### src/assert_macros.svh
// Assertion macros shared by the RTL
`ifndef ASSERT_MACROS_SVH
`define ASSERT_MACROS_SVH

// Same-cycle implication, disabled during reset
`define CBS_ASSERT_SAME(lbl, clk, rst, ante, cons) \
   lbl: assert property (@(posedge clk) disable iff (rst) (ante) |-> (cons)) \
      else $error("same-cycle check failed");

// Next-cycle implication, disabled during reset
`define CBS_ASSERT_NEXT(lbl, clk, rst, ante, cons) \
   lbl: assert property (@(posedge clk) disable iff (rst) (ante) |=> (cons)) \
      else $error("next-cycle check failed");

`endif

### src/cbs_pkg.sv
package cbs_pkg;

   // Scanner modes
   typedef enum logic [2:0] {
      MODE_OUTSIDE,
      MODE_SKIP,
      MODE_SLASH,
      MODE_COMMENT,
      MODE_CSTAR,
      MODE_DQ,
      MODE_SQ,
      MODE_AFTER_SQ
   } scan_mode_type;

   // Byte classes found by the front end
   typedef enum logic [2:0] {
      CLS_OTHER,
      CLS_LBRACE,
      CLS_RBRACE,
      CLS_SLASH,
      CLS_STAR,
      CLS_SQUOTE,
      CLS_DQUOTE,
      CLS_NEWLINE
   } char_class_type;

   localparam logic [7:0] CH_LBRACE  = 8'd123;
   localparam logic [7:0] CH_RBRACE  = 8'd125;
   localparam logic [7:0] CH_SLASH   = 8'd47;
   localparam logic [7:0] CH_STAR    = 8'd42;
   localparam logic [7:0] CH_SQUOTE  = 8'd39;
   localparam logic [7:0] CH_DQUOTE  = 8'd34;
   localparam logic [7:0] CH_NEWLINE = 8'd10;

   localparam logic [7:0] NEWLINE_RUN_MAX   = 8'd255;
   localparam logic [7:0] MAX_NEWLINE_RESET = 8'd3;

   // Queue between front and back
   localparam int QUEUE_DEPTH = 4;
   localparam int QUEUE_AW    = 2;
   localparam int QUEUE_CW    = 3;

   typedef struct packed {
      logic [7:0]     char_byte;
      char_class_type char_class;
      logic           last;
   } scan_item_type;

   typedef struct packed {
      logic                full;
      logic                empty;
      logic [QUEUE_CW-1:0] count;
   } queue_status_type;

   typedef struct packed {
      scan_mode_type mode;
      logic          depth_zero;
   } scan_status_type;

endpackage

### src/c_brace_body_stripper_core.sv
// An accepted req beat passes through the queue, then the output register, to become its rsp beat.
// Throughput: 1 byte per cycle while the queue has room; a 4-entry queue sits between classifier and scanner.
// The scanner takes one queued byte per cycle while the output register is free or drained.
// Reset (synchronous, active high): scanner outside braces, counters and overflow clear,
//   queue and output empty, newline run limit back to 3. No clearing pass.
`include "assert_macros.svh"

module c_brace_body_stripper_core
   import cbs_pkg::*;
#(
   parameter int MAX_DEPTH = 255
) (
   input  logic       clock,
   input  logic       reset,
   input  logic       csr_we,
   input  logic [7:0] csr_wdata,
   input  logic       req_tvalid,
   output logic       req_tready,
   input  logic [7:0] req_tdata,   // [7:0] char_in
   input  logic       req_tlast,   // end_of_file
   output logic       rsp_tvalid,
   input  logic       rsp_tready,
   output logic [7:0] rsp_tdata,   // [7:0] char_out
   output logic [0:0] rsp_tuser    // [0] depth_overflow
);

   logic             push;
   logic             pop;
   scan_item_type    push_item;
   scan_item_type    head_item;
   queue_status_type q_stat;
   scan_status_type  scan_stat;

   // Classify and accept
   cbs_front u_front (
      .req_tvalid (req_tvalid),
      .req_tready (req_tready),
      .req_tdata  (req_tdata),
      .req_tlast  (req_tlast),
      .q_stat     (q_stat),
      .push       (push),
      .push_item  (push_item)
   );

   // Decouple front and back
   cbs_queue u_queue (
      .clock     (clock),
      .reset     (reset),
      .push      (push),
      .push_item (push_item),
      .pop       (pop),
      .head_item (head_item),
      .q_stat    (q_stat)
   );

   // Scan and emit
   cbs_back #(
      .MAX_DEPTH (MAX_DEPTH)
   ) u_back (
      .clock      (clock),
      .reset      (reset),
      .csr_we     (csr_we),
      .csr_wdata  (csr_wdata),
      .head_item  (head_item),
      .q_stat     (q_stat),
      .pop        (pop),
      .scan_stat  (scan_stat),
      .rsp_tvalid (rsp_tvalid),
      .rsp_tready (rsp_tready),
      .rsp_tdata  (rsp_tdata),
      .rsp_tuser  (rsp_tuser)
   );

   `CBS_ASSERT_SAME(a_no_pop_on_stall, clock, reset, rsp_tvalid && !rsp_tready, !pop)
   `CBS_ASSERT_SAME(a_queue_bound, clock, reset, 1'b1, q_stat.count <= QUEUE_CW'(QUEUE_DEPTH))
   `CBS_ASSERT_SAME(a_outside_depth0, clock, reset, scan_stat.mode == MODE_OUTSIDE,
      scan_stat.depth_zero)
   `CBS_ASSERT_NEXT(a_last_clears, clock, reset, pop && head_item.last,
      scan_stat.mode == MODE_OUTSIDE && scan_stat.depth_zero)

endmodule

### src/cbs_front.sv
module cbs_front
   import cbs_pkg::*;
(
   input  logic             req_tvalid,
   output logic             req_tready,
   input  logic [7:0]       req_tdata,   // [7:0] char_in
   input  logic             req_tlast,   // end_of_file
   input  queue_status_type q_stat,
   output logic             push,
   output scan_item_type    push_item
);

   char_class_type cls;

   // Classify the incoming byte
   always_comb begin
      case (req_tdata)
         CH_LBRACE:  cls = CLS_LBRACE;
         CH_RBRACE:  cls = CLS_RBRACE;
         CH_SLASH:   cls = CLS_SLASH;
         CH_STAR:    cls = CLS_STAR;
         CH_SQUOTE:  cls = CLS_SQUOTE;
         CH_DQUOTE:  cls = CLS_DQUOTE;
         CH_NEWLINE: cls = CLS_NEWLINE;
         default:    cls = CLS_OTHER;
      endcase
   end

   // Accept a beat whenever the queue has room
   assign req_tready           = !q_stat.full;
   assign push                 = req_tvalid && !q_stat.full;
   assign push_item.char_byte  = req_tdata;
   assign push_item.char_class = cls;
   assign push_item.last       = req_tlast;

endmodule

### src/cbs_queue.sv
module cbs_queue
   import cbs_pkg::*;
(
   input  logic             clock,
   input  logic             reset,
   input  logic             push,
   input  scan_item_type    push_item,
   input  logic             pop,
   output scan_item_type    head_item,
   output queue_status_type q_stat
);

   scan_item_type       slot_ff [QUEUE_DEPTH];
   logic [QUEUE_AW-1:0] wr_ptr_ff, wr_ptr_in;
   logic [QUEUE_AW-1:0] rd_ptr_ff, rd_ptr_in;
   logic [QUEUE_CW-1:0] count_ff, count_in;

   // Advance pointers and occupancy
   always_comb begin
      wr_ptr_in = push ? wr_ptr_ff + QUEUE_AW'(1) : wr_ptr_ff;
      rd_ptr_in = pop ? rd_ptr_ff + QUEUE_AW'(1) : rd_ptr_ff;
      count_in  = count_ff;
      if (push && !pop) begin
         count_in = count_ff + QUEUE_CW'(1);
      end else if (pop && !push) begin
         count_in = count_ff - QUEUE_CW'(1);
      end
   end

   always_ff @(posedge clock) begin
      if (reset) begin
         wr_ptr_ff <= '0;
         rd_ptr_ff <= '0;
         count_ff  <= '0;
      end else begin
         wr_ptr_ff <= wr_ptr_in;
         rd_ptr_ff <= rd_ptr_in;
         count_ff  <= count_in;
      end
   end

   // Store the pushed beat
   always_ff @(posedge clock) begin
      if (push) begin
         slot_ff[wr_ptr_ff] <= push_item;
      end
   end

   assign head_item    = slot_ff[rd_ptr_ff];
   assign q_stat.full  = (count_ff == QUEUE_CW'(QUEUE_DEPTH));
   assign q_stat.empty = (count_ff == '0);
   assign q_stat.count = count_ff;

endmodule

### src/cbs_back.sv
module cbs_back
   import cbs_pkg::*;
#(
   parameter int MAX_DEPTH = 255
) (
   input  logic             clock,
   input  logic             reset,
   input  logic             csr_we,
   input  logic [7:0]       csr_wdata,
   input  scan_item_type    head_item,
   input  queue_status_type q_stat,
   output logic             pop,
   output scan_status_type  scan_stat,
   output logic             rsp_tvalid,
   input  logic             rsp_tready,
   output logic [7:0]       rsp_tdata,   // [7:0] char_out
   output logic [0:0]       rsp_tuser    // [0] depth_overflow
);

   localparam int DEPTH_W = $clog2(MAX_DEPTH + 1);

   logic [7:0]         max_nl_ff;
   scan_mode_type      mode_ff, mode_in;
   logic [DEPTH_W-1:0] depth_ff, depth_in;
   logic [7:0]         nl_run_ff, nl_run_in;
   logic               ovf_ff, ovf_in;
   logic               emit;
   logic               rsp_valid_ff, rsp_valid_in;
   logic [7:0]         rsp_char_ff;
   logic               rsp_ovf_ff;

   scan_mode_type      skip_mode;
   logic [DEPTH_W-1:0] skip_depth;
   logic               skip_ovf;
   logic [DEPTH_W-1:0] depth_dec;

   // Take the next beat when the output register frees up
   assign pop = !q_stat.empty && (!rsp_valid_ff || rsp_tready);

   // Plain skipped-byte handling inside a brace body
   always_comb begin
      depth_dec  = (depth_ff != '0) ? depth_ff - DEPTH_W'(1) : depth_ff;
      skip_mode  = MODE_SKIP;
      skip_depth = depth_ff;
      skip_ovf   = ovf_ff;
      case (head_item.char_class)
         CLS_RBRACE: begin
            skip_depth = depth_dec;
            skip_mode  = (depth_dec == '0) ? MODE_OUTSIDE : MODE_SKIP;
         end
         CLS_LBRACE: begin
            if (depth_ff >= DEPTH_W'(MAX_DEPTH)) begin
               skip_ovf = 1'b1;
            end else begin
               skip_depth = depth_ff + DEPTH_W'(1);
            end
         end
         CLS_SLASH:  skip_mode = MODE_SLASH;
         CLS_DQUOTE: skip_mode = MODE_DQ;
         CLS_SQUOTE: skip_mode = MODE_SQ;
         default:    skip_mode = MODE_SKIP;
      endcase
   end

   // Scanner next state
   always_comb begin
      mode_in   = mode_ff;
      depth_in  = depth_ff;
      nl_run_in = nl_run_ff;
      ovf_in    = ovf_ff;
      emit      = 1'b0;
      if (pop) begin
         case (mode_ff)
            MODE_OUTSIDE: begin
               if (head_item.char_class == CLS_LBRACE) begin
                  depth_in = DEPTH_W'(1);
                  mode_in  = MODE_SKIP;
               end else begin
                  if (head_item.char_class == CLS_NEWLINE) begin
                     nl_run_in = (nl_run_ff == NEWLINE_RUN_MAX) ?
                                 nl_run_ff : nl_run_ff + 8'd1;
                  end else begin
                     nl_run_in = '0;
                  end
                  emit = (nl_run_in <= max_nl_ff);
               end
            end
            MODE_SKIP: begin
               mode_in  = skip_mode;
               depth_in = skip_depth;
               ovf_in   = skip_ovf;
            end
            MODE_SLASH: begin
               mode_in = (head_item.char_class == CLS_STAR) ? MODE_COMMENT : MODE_SKIP;
            end
            MODE_COMMENT: begin
               if (head_item.char_class == CLS_STAR) begin
                  mode_in = MODE_CSTAR;
               end
            end
            MODE_CSTAR: begin
               mode_in = (head_item.char_class == CLS_SLASH) ? MODE_SKIP : MODE_COMMENT;
            end
            MODE_DQ: begin
               if (head_item.char_class == CLS_DQUOTE) begin
                  mode_in = MODE_SKIP;
               end
            end
            MODE_SQ: begin
               if (head_item.char_class == CLS_SQUOTE) begin
                  mode_in = MODE_AFTER_SQ;
               end
            end
            MODE_AFTER_SQ: begin
               if (head_item.char_class == CLS_SQUOTE) begin
                  mode_in = MODE_SKIP;
               end else begin
                  mode_in  = skip_mode;
                  depth_in = skip_depth;
                  ovf_in   = skip_ovf;
               end
            end
            default: mode_in = MODE_OUTSIDE;
         endcase
         // Drop all scan state after the last byte of a file
         if (head_item.last) begin
            mode_in   = MODE_OUTSIDE;
            depth_in  = '0;
            nl_run_in = '0;
            ovf_in    = 1'b0;
         end
      end
   end

   // Hold the result until taken
   assign rsp_valid_in = pop ? emit : (rsp_valid_ff && !rsp_tready);

   always_ff @(posedge clock) begin
      if (reset) begin
         mode_ff      <= MODE_OUTSIDE;
         depth_ff     <= '0;
         nl_run_ff    <= '0;
         ovf_ff       <= 1'b0;
         rsp_valid_ff <= 1'b0;
         max_nl_ff    <= MAX_NEWLINE_RESET;
      end else begin
         mode_ff      <= mode_in;
         depth_ff     <= depth_in;
         nl_run_ff    <= nl_run_in;
         ovf_ff       <= ovf_in;
         rsp_valid_ff <= rsp_valid_in;
         if (csr_we) begin
            max_nl_ff <= csr_wdata;
         end
      end
   end

   // Load the output payload
   always_ff @(posedge clock) begin
      if (pop && emit) begin
         rsp_char_ff <= head_item.char_byte;
         rsp_ovf_ff  <= ovf_ff;
      end
   end

   assign rsp_tvalid           = rsp_valid_ff;
   assign rsp_tdata            = rsp_char_ff;
   assign rsp_tuser            = rsp_ovf_ff;
   assign scan_stat.mode       = mode_ff;
   assign scan_stat.depth_zero = (depth_ff == '0);

endmodule
### config.mk
export PLATFORM = sky130hd
export DESIGN_NAME = c_brace_body_stripper_core
export DESIGN_NICKNAME = d
export VERILOG_FILES = /design/src/cbs_pkg.sv /design/src/c_brace_body_stripper_core.sv /design/src/cbs_front.sv /design/src/cbs_queue.sv /design/src/cbs_back.sv
export VERILOG_INCLUDE_DIRS = /design/src /design/src/src
export SDC_FILE = /design/constraint.sdc
export NUM_CORES = 1
export LEC_CHECK = 0
export ABC_AREA = 1
export BUFFER_PORTS_ARGS = -buffer_cell sky130_fd_sc_hd__clkbuf_2
export CAP_MARGIN = 20
export CORE_MARGIN = 2
export CORE_UTILIZATION = 60
export DETAILED_ROUTE_END_ITERATION = 8
export PLACE_DENSITY = 0.79
export SETUP_SLACK_MARGIN = 0.05
export SYNTH_ARGS = -nofsm -noshare
export SYNTH_HDL_FRONTEND = slang
export SYNTH_SLANG_ARGS = --single-unit
### constraint.sdc
create_clock -name clock -period 3.8 [get_ports clock]
set_clock_uncertainty 0.1 [all_clocks]
set_input_delay 0.19 -clock clock [delete_from_list [all_inputs] [get_ports clock]]
set_output_delay 0.19 -clock clock [all_outputs]
set_load 0.02 [all_outputs]
* Word-level counts from Yosys, hierarchy flattened
Memories as Yosys holds them, arrays and structs flattened. A register that Yosys moved wholly into a read port is not among the register bits.
Index checks and enable logic that the tools add are counted.
** Operators by class
- Add/subtract/negate cells :: 7
- $mul :: 0
- Divide/modulo/power cells :: 0
- $lt $le $gt $ge :: 2
- Equality and inequality tests :: 29
- Shift-type cells :: 0
- Muxes and demuxes :: 42
- Bitwise logic cells :: 0
- Reduce and logical (&&, ||, !) cells :: 25
** Operators by type and width (number)
- $mux W8 :: 13
- $eq A8 B6 Y1 const B :: 4
- $eq A3 B3 Y1 const B :: 9
- $mux W3 :: 8
- $pmux W3 S8 :: 1
- $pmux W8 S3 :: 1
- $pmux W3 S7 :: 1
- $add A8 B1 Y8 const B :: 2
- $eq A8 B7 Y1 const B :: 2
- $pmux W8 S2 :: 1
- $eq A3 B2 Y1 const B :: 4
- $ne A3 B2 Y1 const B :: 4
- $pmux W3 S4 :: 1
- $mux W1 :: 11
- $eq A8 B4 Y1 const B :: 1
- $eq A8 B8 Y1 const B :: 1
- $ge A8 B8 Y1 const B :: 1
- $le A8 B8 Y1 :: 1
- $logic_not A8 Y1 :: 1
- $mux W2 :: 4
- $reduce_bool A8 Y1 :: 1
- $sub A8 B1 Y8 const B :: 1
- $eq A3 B1 Y1 const B :: 2
- $logic_and A1 B1 Y1 :: 6
- other kinds (15) :: 24
** Storage, ports and cells
- Bits in registers :: 45
- Bits in latches :: 0
- Memory bits (writable) :: 48
- Memory bits (read-only) :: 0
- Input bits :: 22
- Output and inout port bits :: 11
- Memories kept :: 1
** Memories
- u_queue.slot_ff :: depth 4, width 12, rd ports 1, clocked after memory_dff 1, wr ports 1, line cbs_queue.sv:13 : scan_item_type slot_ff [QUEUE_DEPTH];

* Depth between registers and ports, before layout
- Word-level depth :: 11
- Mapped depth :: 22

* Modules after synthesis
From an unflattened synthesis, not the netlist that was laid out.
** Unflattened totals
- Cells, all modules :: 581
- Area, all modules :: 4917.2 um^2
** By module, submodules not included
- cbs_back :: instances 1, cells each 343, area an instance 2404.8 um^2
- cbs_queue :: instances 1, cells each 174, area an instance 2227.1 um^2
- cbs_front :: instances 1, cells each 64, area an instance 285.3 um^2

* Least setup slack after synthesis
Ideal clock, no wire load.
- Path kind :: register -> register
- Start point :: register u_back.nl_run_ff[0]
- End point :: register u_back.rsp_char_ff[0] (netlist: u_back.rsp_tdata[0]) (enable)
- Setup time :: 0.333 ns
- Arrival time :: 2.410 ns
- Required time :: 3.367 ns
- Path slack :: 0.958 ns
- Cell stages (with the launch flop) :: 17
- Path buffers :: 0
- Clock period less this slack :: 2.842 ns
- Cells stage by stage :: dfxtp_1 -> ha_1 -> nand2_1 -> inv_1 -> nand2_1 -> nor3b_1 -> nand2_1 -> inv_1 -> o21ai_0 -> a21oi_1 -> ha_1 -> a21oi_1 -> o21a_1 -> o221ai_1 -> o21ai_0 -> nand2_1 -> inv_1
** Between the ends
- Cells in the longest elaborated chain, start to end :: 11
** Ends and longest elaborated chain
- start, declared :: line cbs_back.sv:25 : logic [7:0] nl_run_ff, nl_run_in;
- start signal, assigned :: line cbs_back.sv:149 : nl_run_ff <= nl_run_in;
- $add A8 B1 Y8 / $eq A8 B8 Y1 (equally long branches) :: line cbs_back.sv:81, cbs_back.sv:80
- $mux W8 (*) :: line cbs_back.sv:80 : nl_run_in = (nl_run_ff == NEWLINE_RUN_MAX) ?
- $mux W8 (*) :: line cbs_back.sv:79 : if (head_item.char_class == CLS_NEWLINE) begin
- $mux W8 (*) :: line cbs_back.sv:75 : if (head_item.char_class == CLS_LBRACE) begin
- $mux W8 (*) :: line cbs_back.sv:73 : case (mode_ff)
- $mux W8 (*) :: line cbs_back.sv:72 : if (pop) begin
- $le A8 B8 Y1 (*) :: line cbs_back.sv:85 : emit = (nl_run_in <= max_nl_ff);
- $mux W1 (*) :: line cbs_back.sv:75
- $mux W1 (*) :: line cbs_back.sv:73
- $mux W1 (*) :: line cbs_back.sv:72
- $logic_and A1 B1 Y1 (*) :: line cbs_back.sv:160 : if (pop && emit) begin
- end signal, assigned :: line cbs_back.sv:161 : rsp_char_ff <= head_item.char_byte;
- end, declared :: line cbs_back.sv:29 : logic [7:0] rsp_char_ff;
Every way passes the cells marked *; elsewhere a longest branch is shown, timed or not. The select of a mux whose other input is x is not followed.
A chain may end at the register's enable or synchronous reset.

* Worst setup path in the final report
- Start point :: register u_back.nl_run_ff[0]
- End point :: register u_back.rsp_char_ff[6] (netlist: u_back.rsp_tdata[6]) (enable)
The elaborated chain is that of the path after synthesis.

==> flow_metrics.env <==
export IMPL_clk_pin_slew_worst_paths_ns=0.09
export IMPL_drive_above_1_share=0.1309
export IMPL_synth_edff_count=57
export IMPL_ys_ff_latch=95
export IMPL_drtIter0Drc=212
export IMPL_wl_per_cell_um=13.85
export IMPL_syn_num_nets=609
export IMPL_outcome="finished clean"
export IMPL_coreArea_sq_um=7807
export IMPL_crit_path_max_incr_delay_ns=0.41
export IMPL_required_ns=3.75
export IMPL_clockBufferDepth=2
export IMPL_syn_inst=569
export IMPL_placed_cells=691
export IMPL_worstSkewPairLatency_ns=0.36
export IMPL_vdd_drop_max_uv=460.9
export IMPL_avgSynthCellArea_sq_um=8.582
export IMPL_ys_async_sr_fraction=0
export IMPL_h_tree_depth=3
export IMPL_p_leak_nw=2.212
export IMPL_worstPathArrival_ns=3.22
export IMPL_hold_class="primary input to flop"
export IMPL_cp_max_fo=10
export IMPL_numClockSinks=95
export IMPL_layout_commonest_cell="nand2_1"
export IMPL_io_pins=33
export IMPL_dr_total_vias=3991
export IMPL_seq_area_sq_um=2472
export IMPL_cellPowerDensity_nw_per_um2=725.3
export IMPL_cp_end_kind="flop"
export IMPL_die_width_um=94.22
export IMPL_cts_tree="yes"
export IMPL_gp_congestion=0.9041
export IMPL_worst_pin_slew_ns=0.6972
export IMPL_maxSlewHeadroom=0.5347
export IMPL_initial_core_util=0.6255
export IMPL_post_cts_buffers=0
export IMPL_diodes=0
export IMPL_fillers=631
export IMPL_crit_chain="ha_1 > nand2_1 > inv_1 > nand2_1 > nor3b_1 > nand2_1 > inv_1 > o21ai_0 > a21oi_1 > ha_1 > a21oi_1 > o21a_1 > o221ai_1 > o21ai_0 > nand2_1 > clkinvlp_4"
export IMPL_root_buffer="clkbuf_8"
export IMPL_yosys_cell_types_count=38
export IMPL_fin_crit_sh=0.8586
export IMPL_instances_no_fill=721
export IMPL_multi_input_area_sq_um=2083
export IMPL_rows=32
export IMPL_gr_total_overflow=0
export IMPL_area_growth_syn_to_layout_pct=12.53
export IMPL_synth_area_sq_um=4883
export IMPL_synth_seq_area_share=0.5063
export IMPL_antenna_found_initial=0
export IMPL_critPathLaunchType="flop"
export IMPL_slew_violations=0
export IMPL_io_buffer_count=32
export IMPL_cpLargestDelayFamily="compound AO/OA/AOI/OAI gates"
export IMPL_drtPass1Iterations=5
export IMPL_ys_flop_type="edfxtp_1"
export IMPL_hold_violations=0
export IMPL_slowest_stage="dfxtp_1"
export IMPL_viasPerCell=5.535
export IMPL_fin_crit_ns=3.263
export IMPL_setup_viol_count_final=0
export IMPL_grt_max_degree=25
export IMPL_yosys_warnings=0
export IMPL_drc=0
export IMPL_fin_nets=654
export IMPL_path_class="flop to flop"
export IMPL_cts_buffers=9
export IMPL_rsz0062_at_grt="no"
export IMPL_ant_nets=0
export IMPL_die_y_um=94.22
export IMPL_grt_pass1_vias=3774
export IMPL_wl_um=9989
export IMPL_path_buf_inv=3
export IMPL_die_area_sq_um=8876
export IMPL_grt_pass1_wl_um=17090
export IMPL_layout_common_cells="nand2_1 (109), nor2_1 (81), edfxtp_1 (57)"
export IMPL_grt_use_total=0.2456
export IMPL_drv_cap=0
export IMPL_crit_path_frequent_cell="nand2_1"
export IMPL_fin_tns_setup_ns=0
export IMPL_fmax_mhz=306.5
export IMPL_post_dp_hpwl_um=7033
## cell usage after synthesis (3+ instances only)
cell type | instances | share of area
a21oi_1 | 40 | 0.041
buf_2 | 4 | 0.0041
buf_6 | 4 | 0.0092
clkbuf_1 | 8 | 0.0061
dfxtp_1 | 38 | 0.16
edfxtp_1 | 57 | 0.35
ha_1 | 17 | 0.044
inv_1 | 54 | 0.042
inv_2 | 5 | 0.0038
nand2_1 | 109 | 0.084
nand2_2 | 3 | 0.0038
nand3_1 | 35 | 0.036
nand4_1 | 9 | 0.012
nor2_1 | 81 | 0.062
nor2_2 | 5 | 0.0064
nor2_4 | 3 | 0.0069
nor3_1 | 6 | 0.0061
nor4_1 | 3 | 0.0038
o211ai_1 | 3 | 0.0046
o21ai_0 | 48 | 0.049
o22ai_1 | 9 | 0.012
xor2_1 | 8 | 0.014
## worst reg2reg max path, stage by stage, from the launching register on
cell	delay, ns
dfxtp_1	0.41
ha_1	0.20
nand2_1	0.06
inv_1	0.09
nand2_1	0.07
nor3b_1	0.25
nand2_1	0.21
inv_1	0.14
o21ai_0	0.10
a21oi_1	0.22
ha_1	0.30
a21oi_1	0.15
o21a_1	0.14
o221ai_1	0.09
o21ai_0	0.09
nand2_1	0.11
clkinvlp_4	0.22
## worst paths after layout
kind | startpoint | to | slack, ns | cells after the start
setup reg to reg | u_back.nl_run_ff[0] | u_back.rsp_tdata[6] | 0.54 | 16
hold / removal | csr_wdata[5] | u_back.max_nl_ff[5] | 0.02 | 3
setup / recovery | u_back.nl_run_ff[0] | u_back.rsp_tdata[6] | 0.54 | 16
hold reg to reg | u_back.ovf_ff | u_back.rsp_tuser | 0.35 | 0
## metrics by stage
step	area (sq um)	setup WS (ns)	hold WS, ns	power [W]	utilization
after floorplan	4883	0.9578	0.1685	0.002846	-
after global placement	5099	0.6172	0.3049	0.003144	0.6530
after detailed placement	5110	0.4680	0.3173	0.003201	0.6545
after CTS	5458	0.4655	0.004274	0.003975	0.6990
after global routing	5495	0.09034	0.004028	0.004297	0.7038
final	5495	0.5372	0.01604	0.003986	0.7038
## metal layers
metal  global-route usage  vias up  routed length, um
met5                    0        -                  0
met2               0.3935      141               4721
li1                     -     2015                  -
met4              0.08454        0                159
met3              0.04655       14                596
met1               0.3358     1821               4512
## flip-flops by register name, indices dropped and copies added, names as in the netlist, named ones only
signal	count
u_queue.slot_ff	48
u_back.depth_ff	8
u_back.max_nl_ff	8
u_back.nl_run_ff	8
u_back.rsp_tdata	8
u_back.mode_ff	3
u_queue.count_ff	3
u_queue.rd_ptr_ff	2
u_queue.wr_ptr_ff	2
u_back.ovf_ff	1
u_back.rsp_tuser	1
u_back.rsp_tvalid	1
## final cells by class
cell class / instances / area share
inverters: 61 / 0.04303
repair buffers: 50 / 0.06148
flip-flops and latches: 95 / 0.4499
multi-input cells: 397 / 0.3791
well taps: 102 / 0.02322
clock inverters: 7 / 0.02072
clock buffers: 9 / 0.02254
## cell families after synthesis
kind of cell    share of synthesized area
simple gates                       0.2342
compound gates                     0.1222
flops                              0.5063
buf+inv                           0.06713
fa+ha+maj                         0.04765
xor+xnor                          0.01794
mux                              0.004612
## timing repair
item / CTS / global route
gates resized for setup: 0 / 1
hold buffers: 11 / 0
endpoints found under the hold margin: 24 / 0
endpoints found under the setup margin: 0 / 9
## where the power goes
group | internal (W) | leakage [nW] | switching (W) | total, W
Clock | 0.000387 | 0.119 | 0.000383 | 0.000770
Sequential | 0.00132 | 0.831 | 0.000124 | 0.00145
Combinational | 0.000560 | 1.26 | 0.00121 | 0.00177
Total | 0.00227 | 2.21 | 0.00172 | 0.00399
Note: power is estimated with default switching activity, not from simulation.
